===== src/design/assert_macros.svh =====
// assertion helpers for the rtl
`ifndef ASSERT_MACROS_SVH
`define ASSERT_MACROS_SVH

// property must hold at every clock edge outside reset
`define ASSERT_CLK(label, clk, rst, prop, msg) \
   label: assert property (@(posedge clk) disable iff (rst) prop) else $error(msg);

// expression must never be true outside reset
`define ASSERT_NEVER(label, clk, rst, expr, msg) \
   label: assert property (@(posedge clk) disable iff (rst) !(expr)) else $error(msg);

`endif


===== src/design/biba_map_ram.sv =====
`default_nettype none

module biba_map_ram #(
   parameter int DEPTH  = 32,
   parameter int DATA_W = 32,
   localparam int ADDR_W = (DEPTH > 1) ? $clog2(DEPTH) : 1
) (
   input  wire logic              clock,
   input  wire logic              reset,
   input  wire logic              rd_en,
   input  wire logic [ADDR_W-1:0] rd_addr,
   output logic      [DATA_W-1:0] rd_data,
   input  wire logic              wr_en,
   input  wire logic [ADDR_W-1:0] wr_addr,
   input  wire logic [DATA_W-1:0] wr_data
);

   logic [DATA_W-1:0] mem_ff [DEPTH];
   logic [DEPTH-1:0]  vld_ff;
   logic [DATA_W-1:0] rd_data_ff;

   // a word never written reads as all free
   always_ff @(posedge clock) begin
      if (reset) begin
         vld_ff <= '0;
      end else if (wr_en) begin
         vld_ff[wr_addr] <= 1'b1;
      end
   end

   always_ff @(posedge clock) begin
      if (wr_en) begin
         mem_ff[wr_addr] <= wr_data;
      end
      if (rd_en) begin
         rd_data_ff <= vld_ff[rd_addr] ? mem_ff[rd_addr] : '0;
      end
   end

   assign rd_data = rd_data_ff;

endmodule

`default_nettype wire


===== config.mk =====
export PLATFORM = sky130hd
export DESIGN_NAME = biba_map_ram
export DESIGN_NICKNAME = d
export VERILOG_FILES = /design/src/design/assert_macros.svh /design/src/design/biba_map_ram.sv
export SDC_FILE = /design/constraint.sdc
export NUM_CORES = 1
export LEC_CHECK = 0
export BUFFER_PORTS_ARGS = -buffer_cell sky130_fd_sc_hd__buf_2
export CORE_ASPECT_RATIO = 1.75
export CORE_MARGIN = 2
export CORE_UTILIZATION = 30
export CTS_CLUSTER_DIAMETER = 40
export DETAILED_ROUTE_END_ITERATION = 8
export SYNTH_ARGS = -nofsm -noshare
export SYNTH_HDL_FRONTEND = slang
export SYNTH_SLANG_ARGS = --single-unit

===== constraint.sdc =====
create_clock -name clock -period 4.4 [get_ports clock]
set_clock_uncertainty 0.1 [all_clocks]
set_input_delay 0.44 -clock clock [delete_from_list [all_inputs] [get_ports clock]]
set_output_delay 0.44 -clock clock [all_outputs]
set_load 0.05 [all_outputs]

==> reports/qor.yml <==
grt_pass1_vias: 22200
avgSynthCellArea_sq_um: 19.7
layoutNonFillerInstCount: 4154
numCtsBuffers: 88
area_growth_pct: 14.7
ctsResizeCount: 0
multi_input_area_sq_um: 8980
arrival_ps: 2750
fin_worst_hold_slack_ps: 162
design_area_sq_um: 47900
netlist_area_sq_um: 41800
cts_setup_buffers: 0
cts-root-buf: "clkbuf_16"
syn_nets: 2172
overflow: 0
hold_viol_final: 0
pin_count: 78
seq_area_frac_synth_pct: 77.4
route.detailed.drc: 0
fin_crit_ps: 2390
ant_nets: 0
peakVddDrop_mv: 0.285
dp_hpwl_mm: 65.7
drt-vias-per-instance: 5.23
tritoncts: "done"
place_area_sq_um: 45000
dieArea_sq_um: 142000
antenna_found_initial: 14
vias: 21700
chipHeight_um: 498
grt_first_pass_wirelength_mm: 162
ys_ff_latch: 1088
timing.setup.critical_path_class: "in -> reg"
rows: 181
clock-sinks: 1088
setup_viol: 0
drtIter0Drc: 2128
seq_area_sq_um: 32400
firstDrtPassIters: 5
status: "complete, no violations"
final_common_cell: "edfxtp_1"
rsz0062_at_grt: "no"
required_ps: 4770
layout.nets: 2297
clk_pin_slew_ps: 70
gp_congestion: 0.768
hold_buffers: 0
core_area_sq_um: 139000
fin_tns_setup_ps: 0
tightest_slew_ps: 1050
cp-start-kind: "primary input"
grt_util_all_layers_pct: 15.8
hold_class: "in -> reg"
cts_buffer_depth: 3
yosysWarnings: 0
detail_route.wl_per_cell_um: 27.6
path_max_fanout: 57
synth_cell_types: 33
dieWidth_um: 286
p_leak_nw: 15.4
cts_max_level: 3
drv_slew: 0
wl_mm: 115
grt_max_degree: 103
num-fill-cells: 12900
fin_crit_sh_pct: 54.2
power.total_mw: 20.8
initial_core_util_pct: 30.1
worstSkewPairLatency_ps: 670
max_slew_margin_pct: 30.2
p_per_area_nw_per_um2: 435
critPathCaptureType: "flop"
portBuffers: 77
dp_cells: 3991
layout-drive-gt1-share_pct: 20.6
max_freq_mhz: 419
drv_cap: 0
final_cell_mix: "edfxtp_1 (1056), mux2i_1 (261), mux4_2 (133)"
syn_inst: 2126
[kinds of logic (layout without fill, tap and decap cells)]
| family | count (synthesis) | after routing | synth area share [%] |
|---|---|---|---|
| buffers and inverters | 131 | 325 | 1.72 |
| flip-flops | 1088 | 1088 | 77.4 |
| multiplexers | 396 | 396 | 13.5 |
| AND/OR/NAND/NOR | 251 | 251 | 2.79 |
| other | 0 | 4 | 0 |
| AO/OA/AOI/OAI | 260 | 260 | 4.59 |
[per-stage QoR]
step | worst slack [ps] | utilization (%)
final | 2010 | 34.6
after global routing | 1880 | 34.6
after CTS | 1990 | 34.6
after detailed placement | 1310 | 32.4
after global placement | 1330 | 32.4
after floorplan | 1390 | -
[Yosys cell counts (all sizes together)]
cell type	instances	area, sq um
a21oi	32	160
a221oi	128	1160
a22oi	32	240
a311oi	2	17.5
a31oi	1	6.26
and2	1	6.26
and3	33	206
buf	70	485
clkbuf	59	225
dfxtp	32	641
edfxtp	1056	31700
inv	2	7.51
mux2	2	22.5
mux2i	261	2610
mux4	133	3000
nand2	2	7.51
nand2b	1	6.26
nand3	36	180
nand3b	6	45.0
nand4	2	12.5
nor2	131	492
nor2b	2	12.5
nor3	32	160
o211ai	1	7.51
o21ai	64	320
or3	2	12.5
or3b	3	26.3
[routing by layer]
layer	GRT usage, %	wire, um
met2	28.1	59600
met3	2.66	6900
met4	6.16	4380
met1	18.9	43600
met5	0	65
[final timing paths]
path | startpoint | endpoint | slack [ps] | cells after the start
worst max-delay path | rd_addr[0] | rd_data[4] | 2010 | 7
worst min-delay path | reset | vld_ff[12] | 160 | 2
worst max register to register | vld_ff[27] | rd_data[4] | 2180 | 6
worst min register to register | vld_ff[12] | vld_ff[12] | 370 | 2
[report_power, final]
part / internal, mW / switching [mW]
Sequential: 11.5 / 0.0564
Combinational: 0.374 / 0.788
Clock: 4.46 / 3.66
Total: 16.3 / 4.51
[layout make-up]
| cell class | count | area share, % |
|---|---|---|
| sequential | 1088 | 67.5 |
| multi-input combinational | 907 | 18.7 |
| tap | 1830 | 4.78 |
| inverter | 2 | 0.0157 |
| clock buffer | 110 | 5.05 |
| antenna | 4 | 0.0209 |
| timing repair buffer | 164 | 2.77 |
| clock inverter | 49 | 1.09 |
[state kept, by name (all words and copies together) (netlist names)]
| signal | flops |
|---|---|
| mem_ff | 1024 |
| rd_data | 32 |
| vld_ff | 32 |
[worst max-delay path, cell delays in order]
cell and delay (ps):
buf_8 470, buf_12 340, mux2i_1 120, a221oi_1 510
o21ai_0 160, a21oi_1 230, and3_1 350
Note: power is estimated with default switching activity, not from simulation.
