$ cat config.mk
export PLATFORM = sky130hd
export DESIGN_NAME = biba_ctrl_flat
export DESIGN_NICKNAME = d
export VERILOG_FILES = /design/src/design/biba_pkg.sv /design/src/design/biba_req_if.sv /design/src/design/biba_rsp_if.sv /design/src/design/biba_ctrl.sv /design/src/flat_wrapper.sv
export VERILOG_INCLUDE_DIRS = /design/src /design/src/design
export SDC_FILE = /design/constraint.sdc
export NUM_CORES = 1
export LEC_CHECK = 0
export BUFFER_PORTS_ARGS = -buffer_cell sky130_fd_sc_hd__buf_4
export CORE_ASPECT_RATIO = 0.7
export CORE_MARGIN = 3
export CORE_UTILIZATION = 30
export CTS_CLUSTER_DIAMETER = 200
export DETAILED_ROUTE_END_ITERATION = 12
export PLACE_DENSITY = 0.54
export SLEW_MARGIN = 20
export SYNTH_ARGS = -nofsm -noshare
export SYNTH_HDL_FRONTEND = slang
export SYNTH_SLANG_ARGS = --single-unit
export TNS_END_PERCENT = 100
$ cat constraint.sdc
create_clock -name clock -period 5.2 [get_ports clock]
set_clock_uncertainty 0.15 [all_clocks]
set_input_delay 0 -clock clock [delete_from_list [all_inputs] [get_ports clock]]
set_output_delay 0 -clock clock [all_outputs]
set_load 0.02 [all_outputs]
$ cat src/design/assert_macros.svh
// assertion helpers for the rtl
`ifndef ASSERT_MACROS_SVH
`define ASSERT_MACROS_SVH

// property must hold at every clock edge outside reset
`define ASSERT_CLK(label, clk, rst, prop, msg) \
   label: assert property (@(posedge clk) disable iff (rst) prop) else $error(msg);

// expression must never be true outside reset
`define ASSERT_NEVER(label, clk, rst, expr, msg) \
   label: assert property (@(posedge clk) disable iff (rst) !(expr)) else $error(msg);

`endif

$ cat src/design/biba_pkg.sv
`default_nettype none

package biba_pkg;

   localparam int INODE_SLOTS     = 1024;
   localparam int BLOCK_SLOTS     = 4096;
   localparam int BLOCKS_PER_FILE = 6;

   localparam int WORD_W = 32;
   localparam int BIT_W  = 5;

   localparam int INODE_WORDS = (INODE_SLOTS + WORD_W - 1) / WORD_W;
   localparam int BLOCK_WORDS = (BLOCK_SLOTS + WORD_W - 1) / WORD_W;
   localparam int INO_ADDR_W  = (INODE_WORDS > 1) ? $clog2(INODE_WORDS) : 1;
   localparam int BLK_ADDR_W  = (BLOCK_WORDS > 1) ? $clog2(BLOCK_WORDS) : 1;
   localparam int INO_IDX_W   = INO_ADDR_W + BIT_W;
   localparam int BLK_IDX_W   = BLK_ADDR_W + BIT_W;
   localparam int INO_LIM_W   = INO_IDX_W + 1;
   localparam int BLK_LIM_W   = BLK_IDX_W + 1;
   localparam int SCAN_HI_W   = ((INO_ADDR_W > BLK_ADDR_W) ? INO_ADDR_W : BLK_ADDR_W) + 1;
   localparam int BLK_CNT_W   = $clog2(BLOCKS_PER_FILE + 1);

   // fixed field widths
   localparam int ACTION_W      = 1;
   localparam int TARGET_W      = 10;
   localparam int KIND_W        = 2;
   localparam int INDEX_W       = 12;
   localparam int STATUS_W      = 2;
   localparam int INODE_COUNT_W = 11;
   localparam int BLOCK_COUNT_W = 13;
   localparam int PROT_W        = 10;
   localparam int CSR_IDX_W     = 2;
   localparam int CSR_DATA_W    = 13;

   localparam int INODE_COUNT_RST = 1024;
   localparam int BLOCK_COUNT_RST = 4096;
   localparam int INO_LIM_RST = (INODE_COUNT_RST > INODE_SLOTS) ? INODE_SLOTS : INODE_COUNT_RST;
   localparam int BLK_LIM_RST = (BLOCK_COUNT_RST > BLOCK_SLOTS) ? BLOCK_SLOTS : BLOCK_COUNT_RST;

   localparam logic ACT_ALLOC   = 1'b0;
   localparam logic ACT_RELEASE = 1'b1;

   typedef enum logic [KIND_W-1:0] {
      KIND_INODE  = 2'd0,
      KIND_BLOCK  = 2'd1,
      KIND_STATUS = 2'd2
   } kind_type;

   typedef enum logic [STATUS_W-1:0] {
      ST_OK       = 2'd0,
      ST_NO_SPACE = 2'd1,
      ST_INVALID  = 2'd2
   } status_type;

   typedef enum logic [CSR_IDX_W-1:0] {
      CSR_INODE_COUNT     = 2'd0,
      CSR_BLOCK_COUNT     = 2'd1,
      CSR_PROTECTED_INODE = 2'd2
   } csr_index_type;

   typedef enum logic [2:0] {
      S_IDLE,
      S_REL_WR,
      S_INO_SCAN,
      S_BLK_SCAN,
      S_COMMIT,
      S_EMIT
   } state_type;

   typedef struct packed {
      logic [INO_LIM_W-1:0] ino_lim;
      logic [BLK_LIM_W-1:0] blk_lim;
      logic [PROT_W-1:0]    prot_inode;
   } cfg_type;

   typedef struct packed {
      logic                  rd_en;
      logic [INO_ADDR_W-1:0] rd_addr;
      logic                  wr_en;
      logic [INO_ADDR_W-1:0] wr_addr;
      logic [WORD_W-1:0]     wr_data;
   } ino_ram_req_type;

   typedef struct packed {
      logic                  rd_en;
      logic [BLK_ADDR_W-1:0] rd_addr;
      logic                  wr_en;
      logic [BLK_ADDR_W-1:0] wr_addr;
      logic [WORD_W-1:0]     wr_data;
   } blk_ram_req_type;

   // bits of a map word that lie below the limit
   function automatic logic [WORD_W-1:0] word_mask(input logic [SCAN_HI_W-1:0] word,
                                                   input logic [SCAN_HI_W-1:0] lim_hi,
                                                   input logic [BIT_W-1:0]     lim_lo);
      logic [WORD_W-1:0] mask;
      if (word < lim_hi) begin
         mask = '1;
      end else if (word == lim_hi) begin
         mask = ~({WORD_W{1'b1}} << lim_lo);
      end else begin
         mask = '0;
      end
      return mask;
   endfunction

   function automatic logic [BIT_W-1:0] lowest_bit(input logic [WORD_W-1:0] v);
      logic [BIT_W-1:0] idx;
      idx = '0;
      for (int i = WORD_W - 1; i >= 0; i--) begin
         if (v[i]) begin
            idx = BIT_W'(i);
         end
      end
      return idx;
   endfunction

endpackage

`default_nettype wire

$ cat src/design/biba_req_if.sv
`default_nettype none

interface biba_req_if;
   logic                          valid;
   logic                          ready;
   logic [biba_pkg::ACTION_W-1:0] action;
   logic [biba_pkg::TARGET_W-1:0] target_inode;

   modport source (output valid, output action, output target_inode, input ready);
   modport sink   (input valid, input action, input target_inode, output ready);
endinterface

`default_nettype wire

$ cat src/design/biba_rsp_if.sv
`default_nettype none

interface biba_rsp_if;
   logic                          valid;
   logic                          ready;
   logic [biba_pkg::KIND_W-1:0]   kind;
   logic [biba_pkg::INDEX_W-1:0]  index;
   logic [biba_pkg::STATUS_W-1:0] status;
   logic                          last;

   modport source (output valid, output kind, output index, output status, output last,
                   input ready);
   modport sink   (input valid, input kind, input index, input status, input last,
                   output ready);
endinterface

`default_nettype wire

$ cat src/design/biba_ctrl.sv
`default_nettype none
`include "assert_macros.svh"

module biba_ctrl (
   input  wire logic                              clock,
   input  wire logic                              reset,
   input  wire biba_pkg::cfg_type                 cfg,
   biba_req_if.sink                               req_ch,
   biba_rsp_if.source                             rsp_ch,
   output biba_pkg::ino_ram_req_type              ino_req,
   input  wire logic [biba_pkg::WORD_W-1:0]       ino_rdata,
   output biba_pkg::blk_ram_req_type              blk_req,
   input  wire logic [biba_pkg::WORD_W-1:0]       blk_rdata
);

   localparam int BPF = biba_pkg::BLOCKS_PER_FILE;

   biba_pkg::state_type state_ff, state_in;

   logic [biba_pkg::INO_ADDR_W-1:0] ino_word_ff, ino_word_in;
   logic [biba_pkg::INO_IDX_W-1:0]  ino_hit_ff, ino_hit_in;
   logic [biba_pkg::WORD_W-1:0]     ino_data_ff, ino_data_in;

   logic [biba_pkg::BLK_ADDR_W:0]   bptr_ff, bptr_in;
   logic [biba_pkg::BLK_ADDR_W-1:0] bword_ff, bword_in;
   logic                            bdvalid_ff, bdvalid_in;
   logic [biba_pkg::WORD_W-1:0]     work_ff, work_in;
   logic [biba_pkg::BLK_ADDR_W-1:0] work_word_ff, work_word_in;
   logic [biba_pkg::BLK_CNT_W-1:0]  seq_ff, seq_in;
   logic [biba_pkg::BLK_IDX_W-1:0]  blk_q_ff [BPF];
   logic [biba_pkg::BLK_IDX_W-1:0]  blk_q_in [BPF];

   logic [biba_pkg::BLK_IDX_W-1:0]  pend_blk_ff, pend_blk_in;
   logic                            fwd_vld_ff, fwd_vld_in;
   logic [biba_pkg::BLK_ADDR_W-1:0] fwd_word_ff, fwd_word_in;
   logic [biba_pkg::WORD_W-1:0]     fwd_data_ff, fwd_data_in;

   logic                   single_ff, single_in;
   biba_pkg::status_type   single_st_ff, single_st_in;

   logic                              rsp_valid_ff, rsp_valid_in;
   biba_pkg::kind_type                rsp_kind_ff, rsp_kind_in;
   logic [biba_pkg::INDEX_W-1:0]      rsp_index_ff, rsp_index_in;
   biba_pkg::status_type              rsp_status_ff, rsp_status_in;
   logic                              rsp_last_ff, rsp_last_in;

   logic                              req_fire;
   logic                              lim_zero;
   logic                              is_protected;
   logic                              tgt_in_range;
   logic [biba_pkg::INO_IDX_W-1:0]    tgt_idx;

   logic [biba_pkg::INO_LIM_W-1:0]    ino_lim_m1;
   logic [biba_pkg::INO_ADDR_W:0]     ino_last_w;
   logic [biba_pkg::INO_ADDR_W:0]     ino_word_ext;
   logic [biba_pkg::WORD_W-1:0]       ino_free;
   logic                              ino_found;
   logic                              ino_at_last;

   logic [biba_pkg::BLK_LIM_W-1:0]    blk_lim_m1;
   logic [biba_pkg::BLK_ADDR_W:0]     blk_last_w;
   logic [biba_pkg::WORD_W-1:0]       blk_free;
   logic                              use_work;
   logic [biba_pkg::WORD_W-1:0]       sel;
   logic [biba_pkg::WORD_W-1:0]       sel_lsb;
   logic [biba_pkg::BLK_ADDR_W-1:0]   sel_word;
   logic [biba_pkg::BLK_IDX_W-1:0]    rec_blk;
   logic                              consume;
   logic                              bmore;
   logic                              rec_en;
   logic                              gather_done;
   logic                              blk_fail;

   logic [biba_pkg::BLK_ADDR_W-1:0]   cm_word;
   logic [biba_pkg::WORD_W-1:0]       cm_base;
   logic [biba_pkg::WORD_W-1:0]       cm_data;
   logic                              commit_done;

   logic                              rsp_load;
   logic                              beat_last;

   assign req_fire     = req_ch.valid && req_ch.ready;
   assign lim_zero     = (cfg.ino_lim == '0) || (cfg.blk_lim == '0);
   assign is_protected = (req_ch.target_inode == cfg.prot_inode);
   assign tgt_in_range = 32'(req_ch.target_inode) < biba_pkg::INODE_SLOTS;
   assign tgt_idx      = biba_pkg::INO_IDX_W'(req_ch.target_inode);

   // inode scan: one word a cycle, lowest free bit below the limit
   assign ino_lim_m1   = cfg.ino_lim - biba_pkg::INO_LIM_W'(1);
   assign ino_last_w   = ino_lim_m1[biba_pkg::INO_LIM_W-1:biba_pkg::BIT_W];
   assign ino_word_ext = {1'b0, ino_word_ff};
   assign ino_free     = ~ino_rdata & biba_pkg::word_mask(
                            biba_pkg::SCAN_HI_W'(ino_word_ff),
                            biba_pkg::SCAN_HI_W'(cfg.ino_lim[biba_pkg::INO_LIM_W-1:biba_pkg::BIT_W]),
                            cfg.ino_lim[biba_pkg::BIT_W-1:0]);
   assign ino_found    = (ino_free != '0);
   assign ino_at_last  = (ino_word_ext == ino_last_w);

   // block scan: a word is parked in work_ff while its free bits are picked one a cycle
   assign blk_lim_m1  = cfg.blk_lim - biba_pkg::BLK_LIM_W'(1);
   assign blk_last_w  = blk_lim_m1[biba_pkg::BLK_LIM_W-1:biba_pkg::BIT_W];
   assign blk_free    = ~blk_rdata & biba_pkg::word_mask(
                           biba_pkg::SCAN_HI_W'(bword_ff),
                           biba_pkg::SCAN_HI_W'(cfg.blk_lim[biba_pkg::BLK_LIM_W-1:biba_pkg::BIT_W]),
                           cfg.blk_lim[biba_pkg::BIT_W-1:0]);
   assign use_work    = (work_ff != '0);
   assign sel         = use_work ? work_ff : (bdvalid_ff ? blk_free : '0);
   assign sel_lsb     = sel & (~sel + biba_pkg::WORD_W'(1));
   assign sel_word    = use_work ? work_word_ff : bword_ff;
   assign rec_blk     = {sel_word, biba_pkg::lowest_bit(sel)};
   assign consume     = !use_work && bdvalid_ff;
   assign bmore       = (bptr_ff <= blk_last_w);
   assign rec_en      = (state_ff == biba_pkg::S_BLK_SCAN) && (sel != '0);
   assign gather_done = rec_en && (seq_ff == biba_pkg::BLK_CNT_W'(BPF - 1));
   assign blk_fail    = (state_ff == biba_pkg::S_BLK_SCAN) && (sel == '0) && !bdvalid_ff;

   // commit: read next block word while writing the previous one, forward on same word
   assign cm_word     = pend_blk_ff[biba_pkg::BLK_IDX_W-1:biba_pkg::BIT_W];
   assign cm_base     = (fwd_vld_ff && (fwd_word_ff == cm_word)) ? fwd_data_ff : blk_rdata;
   assign cm_data     = cm_base |
                        (biba_pkg::WORD_W'(1) << pend_blk_ff[biba_pkg::BIT_W-1:0]);
   assign commit_done = (state_ff == biba_pkg::S_COMMIT) &&
                        (seq_ff == biba_pkg::BLK_CNT_W'(BPF));

   assign rsp_load  = (state_ff == biba_pkg::S_EMIT) && (!rsp_valid_ff || rsp_ch.ready);
   assign beat_last = single_ff || (seq_ff == biba_pkg::BLK_CNT_W'(BPF));

   always_comb begin
      state_in = state_ff;
      case (state_ff)
         biba_pkg::S_IDLE: begin
            if (req_fire) begin
               if (req_ch.action == biba_pkg::ACT_RELEASE) begin
                  if (!is_protected && tgt_in_range) begin
                     state_in = biba_pkg::S_REL_WR;
                  end else begin
                     state_in = biba_pkg::S_EMIT;
                  end
               end else if (lim_zero) begin
                  state_in = biba_pkg::S_EMIT;
               end else begin
                  state_in = biba_pkg::S_INO_SCAN;
               end
            end
         end
         biba_pkg::S_REL_WR: begin
            state_in = biba_pkg::S_EMIT;
         end
         biba_pkg::S_INO_SCAN: begin
            if (ino_found) begin
               state_in = biba_pkg::S_BLK_SCAN;
            end else if (ino_at_last) begin
               state_in = biba_pkg::S_EMIT;
            end
         end
         biba_pkg::S_BLK_SCAN: begin
            if (gather_done) begin
               state_in = biba_pkg::S_COMMIT;
            end else if (blk_fail) begin
               state_in = biba_pkg::S_EMIT;
            end
         end
         biba_pkg::S_COMMIT: begin
            if (commit_done) begin
               state_in = biba_pkg::S_EMIT;
            end
         end
         biba_pkg::S_EMIT: begin
            if (rsp_load && beat_last) begin
               state_in = biba_pkg::S_IDLE;
            end
         end
         default: begin
            state_in = biba_pkg::S_IDLE;
         end
      endcase
   end

   always_comb begin
      ino_req       = '0;
      blk_req       = '0;
      ino_word_in   = ino_word_ff;
      ino_hit_in    = ino_hit_ff;
      ino_data_in   = ino_data_ff;
      bptr_in       = bptr_ff;
      bword_in      = bword_ff;
      bdvalid_in    = bdvalid_ff;
      work_in       = work_ff;
      work_word_in  = work_word_ff;
      seq_in        = seq_ff;
      blk_q_in      = blk_q_ff;
      pend_blk_in   = pend_blk_ff;
      fwd_vld_in    = fwd_vld_ff;
      fwd_word_in   = fwd_word_ff;
      fwd_data_in   = fwd_data_ff;
      single_in     = single_ff;
      single_st_in  = single_st_ff;
      rsp_valid_in  = rsp_valid_ff && !rsp_ch.ready;
      rsp_kind_in   = rsp_kind_ff;
      rsp_index_in  = rsp_index_ff;
      rsp_status_in = rsp_status_ff;
      rsp_last_in   = rsp_last_ff;

      case (state_ff)
         biba_pkg::S_IDLE: begin
            if (req_fire) begin
               seq_in = '0;
               if (req_ch.action == biba_pkg::ACT_RELEASE) begin
                  single_in    = 1'b1;
                  single_st_in = is_protected ? biba_pkg::ST_INVALID : biba_pkg::ST_OK;
                  ino_hit_in   = tgt_idx;
                  if (!is_protected && tgt_in_range) begin
                     ino_req.rd_en   = 1'b1;
                     ino_req.rd_addr = tgt_idx[biba_pkg::INO_IDX_W-1:biba_pkg::BIT_W];
                  end
               end else if (lim_zero) begin
                  single_in    = 1'b1;
                  single_st_in = biba_pkg::ST_NO_SPACE;
               end else begin
                  single_in       = 1'b0;
                  ino_req.rd_en   = 1'b1;
                  ino_req.rd_addr = '0;
                  ino_word_in     = '0;
               end
            end
         end
         biba_pkg::S_REL_WR: begin
            ino_req.wr_en   = 1'b1;
            ino_req.wr_addr = ino_hit_ff[biba_pkg::INO_IDX_W-1:biba_pkg::BIT_W];
            ino_req.wr_data = ino_rdata &
                              ~(biba_pkg::WORD_W'(1) << ino_hit_ff[biba_pkg::BIT_W-1:0]);
         end
         biba_pkg::S_INO_SCAN: begin
            if (ino_found) begin
               ino_hit_in      = {ino_word_ff, biba_pkg::lowest_bit(ino_free)};
               ino_data_in     = ino_rdata;
               blk_req.rd_en   = 1'b1;
               blk_req.rd_addr = '0;
               bptr_in         = (biba_pkg::BLK_ADDR_W + 1)'(1);
               bword_in        = '0;
               bdvalid_in      = 1'b1;
               work_in         = '0;
               seq_in          = '0;
            end else if (ino_at_last) begin
               single_in    = 1'b1;
               single_st_in = biba_pkg::ST_NO_SPACE;
            end else begin
               ino_req.rd_en   = 1'b1;
               ino_req.rd_addr = ino_word_ff + biba_pkg::INO_ADDR_W'(1);
               ino_word_in     = ino_word_ff + biba_pkg::INO_ADDR_W'(1);
            end
         end
         biba_pkg::S_BLK_SCAN: begin
            if (consume) begin
               if (bmore) begin
                  blk_req.rd_en   = 1'b1;
                  blk_req.rd_addr = bptr_ff[biba_pkg::BLK_ADDR_W-1:0];
                  bword_in        = bptr_ff[biba_pkg::BLK_ADDR_W-1:0];
                  bptr_in         = bptr_ff + (biba_pkg::BLK_ADDR_W + 1)'(1);
               end else begin
                  bdvalid_in = 1'b0;
               end
            end
            if (rec_en) begin
               work_in      = sel & ~sel_lsb;
               work_word_in = sel_word;
               for (int i = 0; i < BPF - 1; i++) begin
                  blk_q_in[i] = blk_q_ff[i+1];
               end
               blk_q_in[BPF-1] = rec_blk;
               seq_in          = seq_ff + biba_pkg::BLK_CNT_W'(1);
               if (gather_done) begin
                  seq_in     = '0;
                  fwd_vld_in = 1'b0;
               end
            end else if (blk_fail) begin
               single_in    = 1'b1;
               single_st_in = biba_pkg::ST_NO_SPACE;
            end
         end
         biba_pkg::S_COMMIT: begin
            if (seq_ff == '0) begin
               ino_req.wr_en   = 1'b1;
               ino_req.wr_addr = ino_hit_ff[biba_pkg::INO_IDX_W-1:biba_pkg::BIT_W];
               ino_req.wr_data = ino_data_ff |
                                 (biba_pkg::WORD_W'(1) << ino_hit_ff[biba_pkg::BIT_W-1:0]);
            end else begin
               blk_req.wr_en   = 1'b1;
               blk_req.wr_addr = cm_word;
               blk_req.wr_data = cm_data;
               fwd_vld_in      = 1'b1;
               fwd_word_in     = cm_word;
               fwd_data_in     = cm_data;
            end
            if (seq_ff < biba_pkg::BLK_CNT_W'(BPF)) begin
               // rotate so the queue is back in order once every block has passed
               blk_req.rd_en   = 1'b1;
               blk_req.rd_addr = blk_q_ff[0][biba_pkg::BLK_IDX_W-1:biba_pkg::BIT_W];
               pend_blk_in     = blk_q_ff[0];
               for (int i = 0; i < BPF - 1; i++) begin
                  blk_q_in[i] = blk_q_ff[i+1];
               end
               blk_q_in[BPF-1] = blk_q_ff[0];
            end
            seq_in = commit_done ? '0 : seq_ff + biba_pkg::BLK_CNT_W'(1);
         end
         biba_pkg::S_EMIT: begin
            if (rsp_load) begin
               rsp_valid_in = 1'b1;
               seq_in       = seq_ff + biba_pkg::BLK_CNT_W'(1);
               if (single_ff) begin
                  rsp_kind_in   = biba_pkg::KIND_STATUS;
                  rsp_index_in  = '0;
                  rsp_status_in = single_st_ff;
                  rsp_last_in   = 1'b1;
               end else if (seq_ff == '0) begin
                  rsp_kind_in   = biba_pkg::KIND_INODE;
                  rsp_index_in  = biba_pkg::INDEX_W'(ino_hit_ff);
                  rsp_status_in = biba_pkg::ST_OK;
                  rsp_last_in   = 1'b0;
               end else begin
                  rsp_kind_in   = biba_pkg::KIND_BLOCK;
                  rsp_index_in  = biba_pkg::INDEX_W'(blk_q_ff[0]);
                  rsp_status_in = biba_pkg::ST_OK;
                  rsp_last_in   = beat_last;
                  for (int i = 0; i < BPF - 1; i++) begin
                     blk_q_in[i] = blk_q_ff[i+1];
                  end
                  blk_q_in[BPF-1] = blk_q_ff[0];
               end
            end
         end
         default: begin
         end
      endcase
   end

   always_ff @(posedge clock) begin
      if (reset) begin
         state_ff     <= biba_pkg::S_IDLE;
         rsp_valid_ff <= 1'b0;
         bdvalid_ff   <= 1'b0;
         fwd_vld_ff   <= 1'b0;
         seq_ff       <= '0;
         single_ff    <= 1'b0;
      end else begin
         state_ff     <= state_in;
         rsp_valid_ff <= rsp_valid_in;
         bdvalid_ff   <= bdvalid_in;
         fwd_vld_ff   <= fwd_vld_in;
         seq_ff       <= seq_in;
         single_ff    <= single_in;
      end
   end

   always_ff @(posedge clock) begin
      ino_word_ff   <= ino_word_in;
      ino_hit_ff    <= ino_hit_in;
      ino_data_ff   <= ino_data_in;
      bptr_ff       <= bptr_in;
      bword_ff      <= bword_in;
      work_ff       <= work_in;
      work_word_ff  <= work_word_in;
      blk_q_ff      <= blk_q_in;
      pend_blk_ff   <= pend_blk_in;
      fwd_word_ff   <= fwd_word_in;
      fwd_data_ff   <= fwd_data_in;
      single_st_ff  <= single_st_in;
      rsp_kind_ff   <= rsp_kind_in;
      rsp_index_ff  <= rsp_index_in;
      rsp_status_ff <= rsp_status_in;
      rsp_last_ff   <= rsp_last_in;
   end

   assign req_ch.ready  = (state_ff == biba_pkg::S_IDLE);
   assign rsp_ch.valid  = rsp_valid_ff;
   assign rsp_ch.kind   = rsp_kind_ff;
   assign rsp_ch.index  = rsp_index_ff;
   assign rsp_ch.status = rsp_status_ff;
   assign rsp_ch.last   = rsp_last_ff;

   logic [biba_pkg::INO_ADDR_W:0] ino_rd_ext;
   assign ino_rd_ext = {1'b0, ino_req.rd_addr};

   `ASSERT_CLK(a_blk_ascending, clock, reset, (rec_en && (seq_ff != '0)) |-> (rec_blk > blk_q_ff[BPF-1]), "block picks not ascending")
   `ASSERT_CLK(a_blk_wr_commit, clock, reset, blk_req.wr_en |-> (state_ff == biba_pkg::S_COMMIT), "block map written outside commit")
   `ASSERT_CLK(a_ino_wr_place, clock, reset, ino_req.wr_en |-> ((state_ff == biba_pkg::S_REL_WR) || ((state_ff == biba_pkg::S_COMMIT) && (seq_ff == '0))), "inode map written at wrong time")
   `ASSERT_CLK(a_ino_scan_bound, clock, reset, (ino_req.rd_en && (state_ff == biba_pkg::S_INO_SCAN)) |-> (ino_rd_ext <= ino_last_w), "inode scan past limit")

endmodule

`default_nettype wire

$ cat src/flat_wrapper.sv
// flat-port wrapper written by rule: the top's interface ports become plain ports
module biba_ctrl_flat 
  (clock, reset, cfg, ino_req, ino_rdata, blk_req, blk_rdata, req_ch_valid, req_ch_action, req_ch_target_inode, req_ch_ready, rsp_ch_valid, rsp_ch_kind, rsp_ch_index, rsp_ch_status, rsp_ch_last, rsp_ch_ready);
  biba_req_if req_ch_i ();
  biba_rsp_if rsp_ch_i ();
  input  wire logic clock;
  input  wire logic reset;
  input  wire biba_pkg::cfg_type cfg;
  output biba_pkg::ino_ram_req_type ino_req;
  input  wire logic [biba_pkg::WORD_W-1:0] ino_rdata;
  output biba_pkg::blk_ram_req_type blk_req;
  input  wire logic [biba_pkg::WORD_W-1:0] blk_rdata;
  input wire logic [$bits(req_ch_i.valid)-1:0] req_ch_valid;
  input wire logic [$bits(req_ch_i.action)-1:0] req_ch_action;
  input wire logic [$bits(req_ch_i.target_inode)-1:0] req_ch_target_inode;
  output wire logic [$bits(req_ch_i.ready)-1:0] req_ch_ready;
  output wire logic [$bits(rsp_ch_i.valid)-1:0] rsp_ch_valid;
  output wire logic [$bits(rsp_ch_i.kind)-1:0] rsp_ch_kind;
  output wire logic [$bits(rsp_ch_i.index)-1:0] rsp_ch_index;
  output wire logic [$bits(rsp_ch_i.status)-1:0] rsp_ch_status;
  output wire logic [$bits(rsp_ch_i.last)-1:0] rsp_ch_last;
  input wire logic [$bits(rsp_ch_i.ready)-1:0] rsp_ch_ready;
  assign req_ch_i.valid = req_ch_valid;
  assign req_ch_i.action = req_ch_action;
  assign req_ch_i.target_inode = req_ch_target_inode;
  assign req_ch_ready = req_ch_i.ready;
  assign rsp_ch_valid = rsp_ch_i.valid;
  assign rsp_ch_kind = rsp_ch_i.kind;
  assign rsp_ch_index = rsp_ch_i.index;
  assign rsp_ch_status = rsp_ch_i.status;
  assign rsp_ch_last = rsp_ch_i.last;
  assign rsp_ch_i.ready = rsp_ch_ready;
  biba_ctrl u_core (.clock(clock), .reset(reset), .cfg(cfg), .req_ch(req_ch_i), .rsp_ch(rsp_ch_i), .ino_req(ino_req), .ino_rdata(ino_rdata), .blk_req(blk_req), .blk_rdata(blk_rdata));
endmodule
==> metrics.txt, run 1 <==
period utilisation layout=a little over nine tenths; largest net degree at the start of global routing=73; asr flop ratio synth=0%; crit-path leading delay family=compound AO/OA/AOI/OAI gates; Critical Path Max Stage Delay=~0.7 ns; Syn Nets=around 1,600; main flop type after synthesis=edfxtp_1; crit path max-delay cell type=a211oi_1; Final Setup Violations=0; CP bufs+invs=1; commonest non-fill, non-tap cell in the layout=edfxtp_1; status=complete, no violations; hold path depth=2; global-route wire length before repair=77,950 um; type of the worst setup path=reg -> reg; sequential share of the synthesized area=between 50 and 60%; initial drt markers=about 1,400; Port Buffers=approximately 220; CP Launch Type=flip-flop; Longest Clk Path Bufs=3; placed insts=approximately 2,200; Syn Area/Cell=around 10 sq um; Max Fclk=approximately 210 MHz; post-layout min period=between 4 and 5 ns; worst-case reg-to-reg path depth=12; drt pass-1 iters=6; Critical Path End Type=flip-flop; boundary pin count=between 200 and 250; final instance area=roughly 0.018 sq mm; VDD IR max=0.0002964 V; met3 WL=about 5100 um; die footprint=0.05056 sq mm; initial antenna violation count=1; clk slew on worst S/H paths=around 0.060 ns; vias in the first global route=between 10,000 and 15,000; Top Layer Used=met4; Non-Filler Instances=about 2,300; clock sinks=between 200 and 300; Cell Area, Synth=0.01436 sq mm; P per Cell Area=~430 mW/mm^2; crit-path cells=ha_1 -> o21a_1 -> o31ai_4 -> a211oi_1 -> o22ai_1 -> o31ai_1 -> o2111ai_1 -> nor3_2 -> a31oi_1 -> a221o_1 -> a221oi_2 -> dlygate4sd3_1; Ant. Diodes=0; die width=267.5 um; Syn Inst Count=about 1,400; Synth Register Bits=about 250; Synth area leaders=edfxtp_1 51%, o21ai_0 4.9%, a21oi_1 3.9%; CTS root buffer=clkbuf_16; met2 wire len=approximately 21,000 um; commonest non-fill, non-tap cells in the layout=242 x edfxtp_1, 241 x buf_4, 145 x nand2_1; Final GP Congestion=slightly above 0.9; Residual DRC=0; hold path endpoint=u_core.ino_data_ff[16]; worst slew pin tran=roughly 1.0 ns; footprint of the multi-input gates=approximately 0.0065 sq mm; Pleak=around 6.6 nW; Worst Path Required=5.56 ns; Pins Over Slew Limit=0; # Max-Cap Violations=0; Critical R2R Launch=u_core.ino_word_ff[2]; DP Area=about 0.017 sq mm; via/cell ratio=5.510; Reg area=roughly 0.0075 sq mm; H-tree Lvls=1; Clock Latency Late Sink=approximately 0.57 ns; hold slack=0.02730 ns; Hold Crit Class=in -> reg; GRT overflow=0; fillers=around 4,500; YS warnings=0; crit path DAT=~5.2 ns; GRT Resource Usage Total=20.15%; HPWL Detailed=around 40,000 um; Core ar.=around 0.047 sq mm; share of cells above drive strength 1=20.06%; fin nets=around 1,800; Routed WL=roughly 52,000 um; Synth top area share=between 50% and 60%; Post-synth EDFFs=242; total power=0.007885 W; Max FO, Critical Path=16; Setup TNS=0 ns; RSZ-0062 raised after global routing=false; Initial Util=30.66%; Synth-to-Final Area Change=28.67%; Vert. Die Dim=189.0 um; Yosys cell types=84; met1 WL=about 25,000 um; CTS tree=built; routed len/inst=about 22 um; ANT nets after route=0; Reg2Reg Setup Slack=approximately 0.33 ns; Max transition margin=30.99%; final hold vios=0; Rows=66; startpoint of the worst hold path=ino_rdata[16]; Vias=approximately 13,000; CTS buffer count=27; Synth area leader=edfxtp_1; RR Endpoint=u_core.single_ff
[state kept, by name, indices dropped and copies added (netlist names), 5 cells and up]
register and count:
u_core.pend_blk_ff 12, u_core.fwd_data_ff 32, u_core.work_ff 31, u_core.ino_hit_ff 10, u_core.blk_q_ff 72, u_core.fwd_word_ff 7, u_core.ino_word_ff 5, u_core.ino_data_ff 32
u_core.bptr_ff 8, u_core.work_word_ff 7, u_core.bword_ff 7, u_core.rsp_ch.index 12
[per-layer routing]
metal	vias up	track usage [%]
li1	5876	-
met4	0	3.458
met1	6388	30.95
met5	-	0
met3	56	5.781
met2	558	28.11
[area by class of cell]
| class | count | area share (%) |
|---|---|---|
| Timing Repair Buffer | 331 | 14.78 |
| Sequential cell | 252 | 40.42 |
| Clock buffer | 34 | 3.800 |
| Tap cell | 612 | 4.145 |
| Multi-Input combinational cell | 1052 | 35.12 |
| Clock inverter | 14 | 0.8805 |
| Inverter | 42 | 0.8534 |
[cells by family after synthesis]
family          share of synthesized area, %
compound gates                         17.71
simple gates                           19.11
buf+inv                                3.042
xor+xnor                               2.135
fa+ha+maj                              2.440
mux                                    3.547
flops                                  52.01
[what timing repair did]
action                     4_1_cts  5_1_grt
setup endpoints to repair        0        3
hold endpoints to repair       140        0
hold buffers                    88        0
setup buffers                    0        0
resized for setup                0        2
[worst max-delay path by stage]
stage / from / to / slack (ns) / cells after the start
6_report: u_core.ino_word_ff[2] / u_core.single_ff / 0.33 / 12
5_1_grt: u_core.ino_word_ff[4] / u_core.ino_hit_ff[0] / 0.11 / 11
4_1_cts: u_core.ino_word_ff[2] / u_core.single_ff / 0.16 / 12
3_5_place_dp: u_core.ino_word_ff[2] / u_core.single_st_ff[1] / 0.55 / 11
3_3_place_gp: u_core.ino_word_ff[2] / u_core.single_st_ff[1] / 0.60 / 11
2_1_floorplan: u_core.ino_word_ff[1] / u_core.work_ff[10] / 0.36 / 11
[cells in the mapped netlist (11+ instances only)]
library cell / number
nand2_1: 145
a31oi_1: 15
nor3_1: 48
edfxtp_1: 242
xnor2_1: 19
inv_1: 41
and2_1: 52
mux2i_1: 34
and3_1: 18
a21oi_1: 111
nand3_1: 48
nor2b_1: 23
ha_1: 28
clkbuf_1: 48
o21ai_0: 141
nor2_1: 105
nand3b_1: 11
xor2_1: 16
a211oi_1: 28
mux2_2: 14
or3_1: 12
nand4_1: 11
a22o_1: 11
nand2b_1: 16
[power by group]
part / total, W / internal (W) / switching, W / leakage (nW)
combinational: 0.00241 / 0.000831 / 0.00158 / 3.87
sequential: 0.00353 / 0.00306 / 0.000474 / 2.32
clock: 0.00194 / 0.00111 / 0.000836 / 0.422
[stage by stage]
step	util, %	setup WS (ns)
2_1_floorplan	-	0.3595
3_3_place_gp	35.69	0.6021
3_5_place_dp	35.69	0.5481
4_1_cts	39.42	0.1567
5_1_grt	39.45	0.1141
6_report	39.45	0.3252
Note: power is estimated with default switching activity, not from simulation.
==> run 2: changes to the inputs <==
Settings changed: BUFFER_PORTS_ARGS -buffer_cell sky130_fd_sc_hd__buf_4 to -buffer_cell sky130_fd_sc_hd__buf_2.
==> run 2 against run 1 <==
Sequential power hardly changed. Flip-flop and latch count did not move. Core utilization decreased by 1.1 points. Critical endpoint unchanged. Register-to-register slack got worse by 0.02 ns. Combinational power decreased by 7%.
==> metrics.txt, run 2 (synthesis results as in run 1) <==
global-route wire length before repair=roughly 77,000 um; CTS buffer count=27; CTS root buffer=clkbuf_16; final instance area=0.01794 sq mm; share of cells above drive strength 1=20.28%; hold path endpoint=u_core.seq_ff[1]; Vert. Die Dim=around 190 um; crit-path cells=ha_1 -> nand4_1 -> nor2_1 -> a211oi_2 -> a21oi_1 -> nor4_1 -> nand2_1 -> nor3_1 -> a31oi_1 -> a221o_1 -> a221oi_2 -> dlygate4sd3_1; Top Layer Used=met4; Rows=66; DP Area=around 0.016 sq mm; Pins Over Slew Limit=0; CTS tree=built; met1 WL=24,700 um; worst slew pin tran=approximately 1.0 ns; routed len/inst=22.11 um; crit path max-delay cell type=dlygate4sd3_1; commonest non-fill, non-tap cells in the layout=242 x edfxtp_1, 223 x buf_2, 145 x nand2_1; Critical R2R Launch=u_core.ino_word_ff[2]; largest net degree at the start of global routing=73; boundary pin count=~220; Critical Path Max Stage Delay=approximately 0.57 ns; Post-Place Worst Slack=about 0.57 ns; Initial Util=between 30 and 40%; clk slew on worst S/H paths=approximately 0.060 ns; via/cell ratio=5.473; placed insts=between 2,000 and 2,500; fin nets=1,841; commonest non-fill, non-tap cell in the layout=edfxtp_1; GRT Resource Usage Total=about a fifth; period utilisation layout=between 90% and 100%; Port Buffers=between 200 and 250; total power=a little under 0.008 W; Worst Path Required=about 5.6 ns; H-tree Lvls=1; Critical Path End Type=flip-flop; Reg2Reg Setup Slack=just over 0.3 ns; Final GP Congestion=~0.94; Ant. Diodes=0; GRT overflow=0; Setup TNS=0 ns; crit path DAT=5.25 ns; HPWL Detailed=roughly 39,000 um; fillers=4,633; CP Launch Type=flip-flop; initial antenna violation count=2; Pleak=roughly 6.5 nW; die width=roughly 270 um; Max FO, Critical Path=9; Most flops, register=u_core.blk_q_ff; Synth-to-Final Area Change=24.98%; Max transition margin=29.90%; Final Setup Violations=0; hold_buf cts=81; status=complete, no violations; Vias=between 10,000 and 15,000; VDD IR max=0.0002757 V; vias in the first global route=~12,000; met2 wire len=roughly 21,000 um; postcts setup bufs=0; type of the worst setup path=reg -> reg; Max Fclk=204.3 MHz; Largest register FFs=72; Clock Latency Late Sink=0.56 ns; drt pass-1 iters=5; post-layout min period=4.895 ns; RR Endpoint=u_core.single_ff; clock sinks=252; Resized cells post-CTS=0; met3 WL=roughly 5100 um; initial drt markers=1,548; startpoint of the worst hold path=req_ch_valid; Routed WL=between 50,000 and 60,000 um; final hold vios=0; RSZ-0062 raised after global routing=false; Hold Crit Class=in -> reg; biggest regs=u_core.blk_q_ff x72, u_core.fwd_data_ff x32, u_core.ino_data_ff x32; final worst slack=~0.31 ns; Residual DRC=0; Non-Filler Instances=about 2,300; worst-case reg-to-reg path depth=12; Longest Clk Path Bufs=3; # Max-Cap Violations=0; hold path depth=6; P per Cell Area=~440 mW/mm^2; ANT nets after route=0; die footprint=a little over 0.05 sq mm; Core ar.=around 0.047 sq mm
run 2: changes by cell type in the layout (fill, tap and decap cells not counted), moves of 2 or more:
| cell | before | now |
|---|---|---|
| buf_4 | 241 | 19 |
| clkinv_2 | 5 | 2 |
| inv_6 | 0 | 2 |
| clkbuf_8 | 0 | 2 |
| clkbuf_1 | 7 | 4 |
| bufinv_16 | 3 | 6 |
| dlygate4sd3_1 | 88 | 81 |
| buf_2 | 0 | 223 |
run 2: routing by layer:
| layer | track usage (%) | vias up |
|---|---|---|
| met5 | 0 | - |
| met4 | 3.856 | 0 |
| met3 | 4.625 | 70 |
| met2 | 27.24 | 600 |
| met1 | 31.07 | 6229 |
| li1 | - | 5869 |
run 2: critical path: cells and delay by family (launching register included):
kind | cells | cell delay [ns]
buf+inv | 1 | 0.57
fa+ha+maj | 1 | 0.35
compound gates | 5 | 1.59
flops | 1 | 0.53
simple gates | 5 | 1.67
run 2: stage by stage:
step	util, %	hold WS [ns]
3_5_place_dp	34.52	0.06989
3_3_place_gp	34.52	0.06977
5_1_grt	38.32	0.02547
2_1_floorplan	-	-0.05113
4_1_cts	38.32	0.002006
6_report	38.32	0.02905
run 2: worst max path at each step:
stage	start	endpoint	slack, ns	depth (start not counted)
CTS	u_core.ino_word_ff[2]	u_core.single_ff	0.45	12
global placement	cfg[13]	u_core.bword_ff[5]	0.68	16
finish	u_core.ino_word_ff[2]	u_core.single_ff	0.31	12
detailed placement	cfg[13]	u_core.bword_ff[6]	0.57	16
floorplan	u_core.ino_word_ff[1]	u_core.work_ff[10]	0.36	11
global route	u_core.ino_word_ff[2]	u_core.single_ff	0.09	12
run 2: layout make-up:
class	count	area (sq um)	area share [%]
multi-input cells	1052	6472	36.07
well taps	612	765.7	4.268
flip-flops and latches	252	7467	41.62
repair buffers	325	2110	11.76
clock inverters	17	251.5	1.402
clock buffers	33	718.2	4.003
inverters	42	157.7	0.8787
run 2: power breakdown:
group / switching [W] / internal, W
sequential: 0.000486 / 0.00306
clock: 0.000844 / 0.00129
combinational: 0.00154 / 0.000710
total: 0.00287 / 0.00505
==> run 3: changes to the inputs <==
Settings changed: ABC_AREA from default to 1.
==> run 3 against run 2 <==
Flip-flop and latch count is the same. Highest routed layer is now met5. Total power grew 1.3%. Non-clock buffer count grew 8. Core utilization grew 0.32 points. Clock power shrank 3%. Critical path depth grew 14. Final area grew 0.84%. Die area is essentially flat.
==> metrics.txt, run 3 <==
CTS tree=built; Final Setup Violations=0; die footprint=0.05053 sq mm; Syn Nets=between 1,500 and 2,000; VDD IR max=~0.00026 V; Post-synth EDFFs=approximately 240; P per Cell Area=approximately 440 mW/mm^2; Clock Latency Late Sink=roughly 0.56 ns; Vias=between 10,000 and 15,000; period utilisation layout=between 80% and 90%; global-route wire length before repair=approximately 73,000 um; top-count cell post-synth=nand2_1; crit path max-delay cell type=dlygate4sd3_1; Max Fclk=approximately 210 MHz; crit path DAT=4.95 ns; Syn Area/Cell=~8.7 sq um; Post-Place Worst Slack=0.9330 ns; ANT nets after route=0; Max transition margin=49.73%; via/cell ratio=~5.0; H-tree Lvls=1; CP bufs+invs=6; crit-path leading delay family=simple AND/OR/NAND/NOR gates; GRT overflow=0; Hold Crit Class=in -> reg; Vert. Die Dim=approximately 190 um; initial drt markers=1,536; Initial Util=a little over 30%; # Max-Cap Violations=0; GRT Resource Usage Total=about a fifth; Largest register FFs=between 70 and 80; commonest non-fill, non-tap cells in the layout=317 x nand2_1, 249 x inv_1, 242 x edfxtp_1; Pleak=a little under 8 nW; vias in the first global route=between 10,000 and 15,000; share of cells above drive strength 1=between 10% and 20%; drt pass-1 iters=5; CTS buffer count=28; sequential share of the synthesized area=52.04%; die width=between 200 and 300 um; Critical Path Max Stage Delay=0.55 ns; Longest Clk Path Bufs=3; type of the worst setup path=reg -> reg; Routed WL=48,300 um; Cell Area, Synth=~0.014 sq mm; Setup TNS=0 ns; Residual DRC=0; Port Buffers=roughly 220; Yosys cell types=64; most used cell along the critical path=nand2_1; RSZ-0062 raised after global routing=false; Max FO, Critical Path=13; Pins Over Slew Limit=0; final hold vios=0; Non-Filler Instances=between 2,000 and 3,000; main flop type after synthesis=edfxtp_1; Most flops, register=u_core.blk_q_ff; placed insts=2,447; Synth Register Bits=252; largest net degree at the start of global routing=73; Final GP Congestion=0.9299; initial antenna violation count=5; routed len/inst=18.62 um; Core Util, Final=roughly two fifths; YS warnings=0; Worst Path Required=about 5.5 ns; Rows=66; Reg2Reg Setup Slack=between 0.5 and 0.6 ns; CP Launch Type=flip-flop; asr flop ratio synth=0%; Critical Path End Type=flip-flop; total power=about 0.008 W; Synth area leaders=edfxtp_1 51%, nand2_1 8.3%, inv_1 6.5%; Synth top area share=50.65%; most frequent cells after synthesis=318 x nand2_1, 249 x inv_1, 242 x edfxtp_1; clock sinks=252; worst slew pin tran=around 0.75 ns; CTS root buffer=clkbuf_16; Synth area leader=edfxtp_1; biggest regs=u_core.blk_q_ff x72, u_core.fwd_data_ff x32, u_core.ino_data_ff x32; clk slew on worst S/H paths=roughly 0.070 ns; final worst slack=roughly 0.54 ns; boundary pin count=between 200 and 250; fin nets=about 2,100; postcts setup bufs=0; HPWL Detailed=~37,000 um; post-layout min period=4.662 ns; status=complete, no violations; Core ar.=approximately 0.047 sq mm; commonest non-fill, non-tap cell in the layout=nand2_1; Syn Inst Count=approximately 1,600; Synth-to-Final Area Change=26.10%
## run 3: timing repair
item	in CTS	in global routing
gates resized for setup	0	0
hold endpoints to repair	136	0
hold buffers	92	0
## run 3: power by group
| group | leakage [nW] | total (W) | internal (W) | switching, W |
|---|---|---|---|---|
| registers | 2.31 | 0.00324 | 0.00294 | 0.000302 |
| logic | 5.10 | 0.00271 | 0.000776 | 0.00193 |
| clock network | 0.455 | 0.00207 | 0.00122 | 0.000853 |
| total | 7.87 | 0.00802 | 0.00493 | 0.00309 |
## run 3: worst paths after layout
kind	startpoint	to	depth (start not counted)
max	u_core.bword_ff[6]	u_core.state_ff[1]	26
min reg2reg	u_core.blk_q_ff[39]	u_core.blk_q_ff[51]	0
max reg2reg	u_core.bword_ff[6]	u_core.state_ff[1]	26
min	ino_rdata[10]	u_core.ino_data_ff[10]	2
## run 3: stage by stage
| stage | area (sq um) | hold WS [ns] |
|---|---|---|
| after floorplan | 14360 | -0.05113 |
| after global placement | 16210 | 0.04220 |
| after detailed placement | 16220 | 0.04443 |
| after CTS | 18080 | 0.00006845 |
| after global routing | 18090 | 0.01831 |
| final | 18090 | 0.02087 |
## run 3: layer usage
metal / share of wire, % / GRT usage (%) / wire (um)
met1: 49 / 29.12 / 23480
met2: 40 / 26.36 / 19510
met3: 9.1 / 3.923 / 4400
met4: 1.9 / 3.477 / 899
met5: 0.017 / 0 / 8
## run 3: kinds of logic (layout without fill, tap and decap cells)
family                   Yosys count  after routing  synth area share [%]
AND/OR/NAND/NOR                  715            715                 21.83
buffers and inverters            322            658                 8.712
AO/OA/AOI/OAI                    301            301                 13.34
flip-flops                       252            252                 52.04
adder cells (fa/ha/maj)           28             28                 2.442
XOR/XNOR                          19             19                 1.160
multiplexers                       6              6                0.4709
other                              0              3                     0
## run 3: layout make-up
class	instances	area, sq um
inverters	273	1037
well taps	612	765.7
clock buffers	34	744.5
fillers	4702	28730
diodes	3	7.507
clock inverters	18	201.4
repair buffers	333	2185
multi-input cells	1069	5684
flip-flops and latches	252	7467
